<file path="src/hdl/cla_pkg.sv">
// cla_pkg: shared types and character codes for the console line assembler
// no dependencies
package cla_pkg;

	localparam int unsigned LEN_W  = 7;
	localparam int unsigned CHAR_W = 8;

	localparam logic [CHAR_W-1:0] CHR_BACKSPACE = 8'd8;
	localparam logic [CHAR_W-1:0] CHR_RETURN    = 8'd13;
	localparam logic [CHAR_W-1:0] CHR_SPACE     = 8'd32;
	localparam logic [CHAR_W-1:0] CHR_NUL       = 8'd0;

	localparam logic KIND_MSG = 1'b0;
	localparam logic KIND_OVF = 1'b1;

	// one job for the emitter: a finished line or an overflow warning
	typedef struct packed {
		logic             ovf;
		logic             bank;
		logic [LEN_W-1:0] len;
	} job_t;

	// write port into the line store
	typedef struct packed {
		logic              en;
		logic              bank;
		logic [LEN_W-1:0]  idx;
		logic [CHAR_W-1:0] data;
	} store_wr_t;

endpackage

</file>
<file path="src/hdl/cla_in_if.sv">
// cla_in_if: received byte channel of the console line assembler
// depends on cla_pkg
interface cla_in_if import cla_pkg::*; ();
	logic              valid;
	logic              ready;
	logic [CHAR_W-1:0] rx_byte;

	modport source(output valid, output rx_byte, input ready);
	modport sink(input valid, input rx_byte, output ready);
endinterface

</file>
<file path="src/hdl/cla_out_if.sv">
// cla_out_if: result channel of the console line assembler
// depends on cla_pkg
interface cla_out_if import cla_pkg::*; ();
	logic              valid;
	logic              ready;
	logic              out_kind;
	logic [CHAR_W-1:0] out_char;
	logic [LEN_W-1:0]  out_length;
	logic              out_last;

	modport source(output valid, output out_kind, output out_char, output out_length,
		output out_last, input ready);
	modport sink(input valid, input out_kind, input out_char, input out_length,
		input out_last, output ready);
endinterface

</file>
<file path="src/hdl/cla_queue.sv">
// cla_queue: short job queue between the front and the emitter
// depends on cla_pkg
module cla_queue import cla_pkg::*; (
	input  logic clk,
	input  logic arst_n,
	input  logic push,
	input  job_t push_job,
	output logic full,
	input  logic pop,
	output logic head_valid,
	output job_t head_job
);
	localparam int unsigned DEPTH = 4;
	localparam int unsigned PW    = $clog2(DEPTH);

	job_t            slots_q [DEPTH];
	logic [PW-1:0]   wr_ptr_q;
	logic [PW-1:0]   rd_ptr_q;
	logic [PW:0]     count_q;

	assign full       = (count_q == (PW+1)'(DEPTH));
	assign head_valid = (count_q != '0);
	assign head_job   = slots_q[rd_ptr_q];

	always_ff @(posedge clk) begin
		if (push) begin
			slots_q[wr_ptr_q] <= push_job;
		end
	end

	always_ff @(posedge clk or negedge arst_n) begin
		if (!arst_n) begin
			wr_ptr_q <= '0;
			rd_ptr_q <= '0;
			count_q  <= '0;
		end else begin
			if (push) begin
				wr_ptr_q <= wr_ptr_q + 1'b1;
			end
			if (pop) begin
				rd_ptr_q <= rd_ptr_q + 1'b1;
			end
			if (push && !pop) begin
				count_q <= count_q + 1'b1;
			end else if (pop && !push) begin
				count_q <= count_q - 1'b1;
			end
		end
	end
endmodule

</file>
<file path="src/hdl/cla_front.sv">
// cla_front: takes bytes, edits the line, queues lines and overflows
// depends on cla_pkg and cla_in_if
module cla_front import cla_pkg::*; #(
	parameter int unsigned MSG_SIZE = 64
) (
	input  logic      clk,
	input  logic      arst_n,
	cla_in_if.sink    din,
	output logic      q_push,
	output job_t      q_job,
	input  logic      q_full,
	output store_wr_t wr,
	input  logic      line_done
);
	logic [LEN_W-1:0] len_q;
	logic             bank_q;
	logic [1:0]       lines_q;
	logic             fire;
	logic             is_full;
	logic             is_skip;
	logic             is_bs;
	logic             is_cr;
	logic             line_push;

	assign din.ready = !q_full && (lines_q != 2'd2);
	assign fire      = din.valid && din.ready;

	assign is_full = (len_q >= LEN_W'(MSG_SIZE - 1));
	assign is_skip = (din.rx_byte == CHR_SPACE) && (len_q == '0);
	assign is_bs   = (din.rx_byte == CHR_BACKSPACE);
	assign is_cr   = (din.rx_byte == CHR_RETURN);

	assign line_push = fire && !is_full && !is_skip && !is_bs && is_cr;
	assign q_push    = fire && (is_full || line_push);

	always_comb begin
		q_job      = '0;
		q_job.ovf  = is_full;
		q_job.bank = bank_q;
		q_job.len  = is_full ? '0 : len_q;
	end

	always_comb begin
		wr      = '0;
		wr.en   = fire && !is_full && !is_skip && !is_bs && !is_cr;
		wr.bank = bank_q;
		wr.idx  = len_q;
		wr.data = din.rx_byte;
	end

	always_ff @(posedge clk or negedge arst_n) begin
		if (!arst_n) begin
			len_q   <= '0;
			bank_q  <= 1'b0;
			lines_q <= '0;
		end else begin
			if (fire) begin
				priority if (is_full) begin
					len_q <= '0;
				end else if (is_skip) begin
					len_q <= len_q;
				end else if (is_bs) begin
					if (len_q != '0) begin
						len_q <= len_q - 1'b1;
					end
				end else if (is_cr) begin
					len_q  <= '0;
					bank_q <= !bank_q;
				end else begin
					len_q <= len_q + 1'b1;
				end
			end
			if (line_push && !line_done) begin
				lines_q <= lines_q + 1'b1;
			end else if (line_done && !line_push) begin
				lines_q <= lines_q - 1'b1;
			end
		end
	end
endmodule

</file>
<file path="src/hdl/cla_back.sv">
// cla_back: line store and emitter that plays out queued jobs
// depends on cla_pkg and cla_out_if
module cla_back import cla_pkg::*; #(
	parameter int unsigned MSG_SIZE = 64
) (
	input  logic      clk,
	input  logic      arst_n,
	input  store_wr_t wr,
	input  logic      head_valid,
	input  job_t      head_job,
	output logic      pop,
	output logic      line_done,
	cla_out_if.source dout
);
	localparam int unsigned AW    = (MSG_SIZE > 2) ? $clog2(MSG_SIZE) : 1;
	localparam int unsigned DEPTH = 2 * (2 ** AW);

	typedef enum logic [1:0] {
		IDLE,
		RUN,
		OVF
	} state_t;

	state_t            state_q;
	logic              bank_q;
	logic [LEN_W-1:0]  n_q;
	logic [LEN_W-1:0]  idx_q;
	logic [CHAR_W-1:0] mem [DEPTH];
	logic [CHAR_W-1:0] rdata_q;
	logic [AW:0]       rd_addr;
	logic [LEN_W-1:0]  rd_idx;
	logic              fire;
	logic              at_end;

	assign pop    = (state_q == IDLE) && head_valid;
	assign fire   = dout.valid && dout.ready;
	assign at_end = (idx_q == n_q);

	always_comb begin
		unique case (state_q)
			IDLE:    rd_idx = '0;
			RUN:     rd_idx = fire ? idx_q + 1'b1 : idx_q;
			default: rd_idx = idx_q;
		endcase
		rd_addr = (state_q == IDLE) ? {head_job.bank, rd_idx[AW-1:0]}
			: {bank_q, rd_idx[AW-1:0]};
	end

	always_ff @(posedge clk) begin
		if (wr.en) begin
			mem[{wr.bank, wr.idx[AW-1:0]}] <= wr.data;
		end
		rdata_q <= mem[rd_addr];
	end

	always_comb begin
		dout.valid      = (state_q == RUN) || (state_q == OVF);
		dout.out_kind   = (state_q == OVF) ? KIND_OVF : KIND_MSG;
		dout.out_char   = (state_q == RUN && !at_end) ? rdata_q : CHR_NUL;
		dout.out_length = (state_q == RUN) ? n_q + 1'b1 : '0;
		dout.out_last   = (state_q == OVF) || at_end;
	end

	assign line_done = (state_q == RUN) && fire && at_end;

	always_ff @(posedge clk or negedge arst_n) begin
		if (!arst_n) begin
			state_q <= IDLE;
			bank_q  <= 1'b0;
			n_q     <= '0;
			idx_q   <= '0;
		end else begin
			unique case (state_q)
				IDLE: begin
					if (head_valid) begin
						bank_q  <= head_job.bank;
						n_q     <= head_job.len;
						idx_q   <= '0;
						state_q <= head_job.ovf ? OVF : RUN;
					end
				end
				RUN: begin
					if (fire) begin
						if (at_end) begin
							state_q <= IDLE;
						end else begin
							idx_q <= idx_q + 1'b1;
						end
					end
				end
				OVF: begin
					if (fire) begin
						state_q <= IDLE;
					end
				end
				default: state_q <= IDLE;
			endcase
		end
	end
endmodule

</file>
<file path="src/hdl/console_line_assembler.sv">
// console_line_assembler: top level, front editor, job queue and line emitter
// depends on cla_pkg, cla_in_if, cla_out_if, cla_front, cla_queue, cla_back
// Accepts one console byte per cycle; short of a full line, spaces on an empty
// line, backspaces and ordinary characters give no result. A carriage return
// queues the line and the emitter then plays it out as one item per cycle
// while the output is ready, characters then a zero terminator. The first
// item of a line passes through the job queue and a registered fetch of the
// first character from the line store; an overflow gives one warning item
// through the same job queue, and the emitter goes idle between consecutive
// jobs. The store is double banked, so the editor keeps taking bytes into the
// next line while the previous one is emitted; it stalls only while two
// finished lines still wait to go out or the four-entry job queue is full.
module console_line_assembler import cla_pkg::*; #(
	parameter int unsigned MSG_SIZE = 64
) (
	input  logic      clk,
	input  logic      arst_n,
	cla_in_if.sink    din,
	cla_out_if.source dout
);
	logic      q_push;
	job_t      q_job;
	logic      q_full;
	logic      q_pop;
	logic      q_valid;
	job_t      q_head;
	store_wr_t wr;
	logic      line_done;

	cla_front #(.MSG_SIZE(MSG_SIZE)) u_front (
		.clk       (clk),
		.arst_n    (arst_n),
		.din       (din),
		.q_push    (q_push),
		.q_job     (q_job),
		.q_full    (q_full),
		.wr        (wr),
		.line_done (line_done)
	);

	cla_queue u_queue (
		.clk        (clk),
		.arst_n     (arst_n),
		.push       (q_push),
		.push_job   (q_job),
		.full       (q_full),
		.pop        (q_pop),
		.head_valid (q_valid),
		.head_job   (q_head)
	);

	cla_back #(.MSG_SIZE(MSG_SIZE)) u_back (
		.clk        (clk),
		.arst_n     (arst_n),
		.wr         (wr),
		.head_valid (q_valid),
		.head_job   (q_head),
		.pop        (q_pop),
		.line_done  (line_done),
		.dout       (dout)
	);
endmodule
</file>
<file path="src/flat_wrapper.sv">
// flat-port wrapper written by rule: the top's interface ports become plain ports
module console_line_assembler_flat import cla_pkg::*;
#(
	parameter int unsigned MSG_SIZE = 64
)
  (clk, arst_n, din_valid, din_rx_byte, din_ready, dout_valid, dout_out_kind, dout_out_char, dout_out_length, dout_out_last, dout_ready);
  cla_in_if din_i ();
  cla_out_if dout_i ();
  input  logic clk;
  input  logic arst_n;
  input wire logic [$bits(din_i.valid)-1:0] din_valid;
  input wire logic [$bits(din_i.rx_byte)-1:0] din_rx_byte;
  output wire logic [$bits(din_i.ready)-1:0] din_ready;
  output wire logic [$bits(dout_i.valid)-1:0] dout_valid;
  output wire logic [$bits(dout_i.out_kind)-1:0] dout_out_kind;
  output wire logic [$bits(dout_i.out_char)-1:0] dout_out_char;
  output wire logic [$bits(dout_i.out_length)-1:0] dout_out_length;
  output wire logic [$bits(dout_i.out_last)-1:0] dout_out_last;
  input wire logic [$bits(dout_i.ready)-1:0] dout_ready;
  assign din_i.valid = din_valid;
  assign din_i.rx_byte = din_rx_byte;
  assign din_ready = din_i.ready;
  assign dout_valid = dout_i.valid;
  assign dout_out_kind = dout_i.out_kind;
  assign dout_out_char = dout_i.out_char;
  assign dout_out_length = dout_i.out_length;
  assign dout_out_last = dout_i.out_last;
  assign dout_i.ready = dout_ready;
  console_line_assembler #(.MSG_SIZE(MSG_SIZE)) u_core (.clk(clk), .arst_n(arst_n), .din(din_i), .dout(dout_i));
endmodule
</file>
<file path="config.mk">
export PLATFORM = sky130hd
export DESIGN_NAME = console_line_assembler_flat
export DESIGN_NICKNAME = d
export VERILOG_FILES = /design/src/hdl/cla_pkg.sv /design/src/hdl/cla_in_if.sv /design/src/hdl/cla_out_if.sv /design/src/hdl/cla_queue.sv /design/src/hdl/cla_front.sv /design/src/hdl/cla_back.sv /design/src/hdl/console_line_assembler.sv /design/src/flat_wrapper.sv
export SDC_FILE = /design/constraint.sdc
export NUM_CORES = 1
export LEC_CHECK = 0
export ABC_AREA = 1
export BUFFER_PORTS_ARGS = -buffer_cell sky130_fd_sc_hd__buf_2
export CORE_UTILIZATION = 30
export CTS_BUF_LIST = sky130_fd_sc_hd__clkbuf_8
export CTS_CLUSTER_SIZE = 10
export DETAILED_ROUTE_END_ITERATION = 8
export HOLD_SLACK_MARGIN = 0.02
export PLACE_DENSITY = 0.5
export SKIP_CTS_REPAIR_TIMING = 1
export SLEW_MARGIN = 10
export SYNTH_ARGS = -nofsm -noshare
export SYNTH_HDL_FRONTEND = slang
export SYNTH_HIERARCHICAL = 1
export SYNTH_SLANG_ARGS = --single-unit
</file>
<file path="constraint.sdc">
create_clock -name clk -period 3 [get_ports clk]
set_input_delay 0.3 -clock clk [delete_from_list [all_inputs] [get_ports clk]]
set_output_delay 0.3 -clock clk [all_outputs]
set_load 0.01 [all_outputs]
</file>
==> results.cfg <==
[synth]
synthMuxAreaShare_pct = 0
yosys.area_share.simple_pct = 25.1
yosys.area_share.adder_pct = 0.398
synth_flop_cell = edfxtp_1
synth.yosys.seq_area_share_pct = 67.0
synth_compound_area_share_pct = 0.937
yosysWarnings = 6
postSynth.asyncResetShare_pct = 3.09
synthesis.nets = 4655
synth_xor_area_share_pct = 0.373
syn_avg_cell_area_um2 = 10.6
ys_types = 47
synth_area_um2 = 49000
synth_top_family_by_area = simple AND/OR/NAND/NOR gates
synth_edf_count = 1060
syn-instance-count = 4628
ys_seq_elements = 1102

[sta]
fin_crit_sh_pct = 99.2
fmax_mhz = 336
finalSetupViolCount = 0
setup_tns_ps = 0
hold_violations = 1
post-route-min-period_ps = 2980
slew_violations = 0
tightest_slew_ps = 1070
slew_headroom_pct = 28.6
rsz0062_at_grt = true
fin_skew_ps = 58.3
whs_ps = -9.03

[critical_path]
end_kind = flop
path_max_fanout = 9
start_kind = flop
timing.critical_path.required_ps = 3870
crit_type = flop to flop
cp-startpoint = u_core/u_back/state_q[1]
critPathArrivalTime_ps = 3840
reg2reg_from = u_core/u_back/state_q[1]

[cells_and_area]
nets = 4954
layout_commonest_cell = nand2_1
layout_common_cells = nand2_1 (1291), edfxtp_1 (1060), nand3_1 (1058)
drive_gt1_share_pct = 14.1
nFillCells = 16100
final_area_um2 = 58000
area_growth_pct = 18.4

[floorplanning]
rows = 147
die_h_um = 406
core_area_um2 = 161000
io-pin-count = 31
die_w_um = 406
start_util_pct = 30.4
die-area_um2 = 165000

[global_route]
overflow = 0
grt_antenna_before_repair = 4
grt_pass1_wl_mm = 221
grt_util_met2_pct = 28.0
grt_max_degree = 92
grt_pass1_vias = 34200
use_met1_pct = 25.3
grt.busiest_layer = met2
grtUsageTotal_pct = 17.9
use_met3_pct = 2.84

[job]
maxCapViolations = 0

[pwr]
cellLeakagePower_uw = 0.0228
powerDensity_nw_per_um2 = 737
combPwrFrac_pct = 29.6
p_sw_share_pct = 35.2
peakVddDrop_uv = 493
power_frac_seq_pct = 41.5
p_sw_uw = 15100
p_int_uw = 27700
power.share.clock_pct = 28.9

[clock_network]
clk_pin_slew_ps = 60
clock_latency_ps = 920
cts_made_buffers = 189
cts_num_sinks = 1102
htreeDepth = 4
root_buffer = clkbuf_8
cts_tree = yes
clockBufferDepth = 3

[routing]
vias = 35000
drc = 0
via_per_inst = 4.84
finalWirelength_mm = 153
postRouteAntennaNets = 0
routedWlPerCell_um = 21.1
dr.pass1.iters = 6
drtIter0Drc = 3288

[placed_design]
place_congestion = 0.847
port_buffers = 30
dpl_cell_area_um2 = 53700
dpl.hpwl_mm = 88.4

[outcome]
status = complete, but fails checks
violations = hold timing

[hold_path]
min-delay-start = din_rx_byte[7]
hp-class = input pin to flop
-- cell type report --
| class | instances | area, µm² | area share, % |
|---|---|---|---|
| antenna | 1 | 2.50 | 0.00431 |
| clock buffer | 199 | 2740 | 4.72 |
| clock inverter | 126 | 584 | 1.01 |
| inverter | 385 | 1480 | 2.54 |
| multi-input combinational | 2837 | 13400 | 23.0 |
| sequential | 1102 | 32800 | 56.6 |
| tap | 2160 | 2700 | 4.66 |
| timing repair buffer | 412 | 4310 | 7.42 |
-- power groups by stage --
stage / logic (µW) / clock network [µW] / registers [µW]
floorplan: 7250 / 0 / 17900
global placement: 11800 / 0 / 18000
detailed placement: 11800 / 0 / 18000
CTS: 11800 / 12700 / 17700
global route: 13800 / 13300 / 17800
finish: 12700 / 12400 / 17700
-- cell usage after synthesis, types with 7 or more instances --
cell,n,share of area [%]
ha_1,14,0.36
nand4_1,7,0.089
nand3_1,1075,11
buf_2,199,2.0
xnor2_1,12,0.21
nor3_1,16,0.16
buf_6,9,0.21
o21ai_0,13,0.13
buf_1,15,0.11
a21oi_1,7,0.071
dfxtp_1,8,0.33
inv_2,8,0.061
clkbuf_1,54,0.41
o211ai_1,16,0.25
inv_1,374,2.9
dfrtp_1,34,1.7
nand3b_1,141,2.2
nor2_1,174,1.3
nand2_1,1301,10
xor2_1,7,0.13
buf_4,25,0.38
edfxtp_1,1060,65
o22ai_1,7,0.089
o211ai_2,10,0.26
-- cells by family (layout without fill, tap and decap cells) --
family	after synthesis	after routing
AND/OR/NAND/NOR	2739	2739
buffers and inverters	689	1122
other	1	2
XOR/XNOR	20	20
AO/OA/AOI/OAI	62	62
flip-flops	1102	1102
adder cells (fa/ha/maj)	15	15
-- metrics by stage --
step / power [µW] / setup slack [ps] / hold WS [ps] / utilization [%] / std cells
6_report: 42800 / 24.8 / -9.03 / 36.0 / 7222
5_1_grt: 44900 / -45.7 / 25.2 / 36.0 / 7222
4_1_cts: 42200 / -846 / -571 / 35.4 / 7176
3_5_place_dp: 29800 / -270 / 458 / 33.3 / 6851
3_3_place_gp: 29800 / -255 / 459 / 33.3 / 6851
2_1_floorplan: 25100 / 351 / 4.41 / - / 4628
-- worst max-delay path, cell delays in order (launching register included) --
cell     delay (ps)
dfrtp_1         370
inv_2            70
ha_2            380
nand3_4         110
buf_4           190
o22ai_4         180
buf_12          160
inv_8            70
buf_12          170
buf_12          150
nand3_1          90
nand3_1         160
nand3_1         190
nand3_2         200
nand2_2         180
nand2_1         140
nand2_1         100
-- final timing paths --
kind                                             endpoint  slack (ps)  cells after the start
max in group asynchronous          u_core/u_back/idx_q[2]        2410                      2
min in group asynchronous         u_core/u_front/len_q[0]          40                      2
worst min-delay path              u_core/u_front/len_q[3]          -9                      9
worst max-delay path             u_core/u_back/rdata_q[6]          20                     16
worst min register to register  u_core/u_queue/count_q[2]         470                      2
worst max register to register   u_core/u_back/rdata_q[6]          20                     16
-- state kept, by name, indices dropped and copies added (netlist names) --
register	flops
u_core/u_back/bank_q	1
u_core/u_back/idx_q	7
u_core/u_back/mem	1024
u_core/u_back/n_q	7
u_core/u_back/rdata_q	8
u_core/u_back/state_q	2
u_core/u_front/bank_q	1
u_core/u_front/len_q	7
u_core/u_front/lines_q	2
u_core/u_queue/count_q	3
u_core/u_queue/rd_ptr_q	2
u_core/u_queue/slots_q	36
u_core/u_queue/wr_ptr_q	2
-- per-layer routing --
layer / wire [µm] / vias up
met1: 69300 / 17100
met2: 69700 / 1166
li1: - / 16400
met3: 9500 / 247
met5: 0 / -
met4: 3950 / 0
Power figures use the tool's default switching activity.
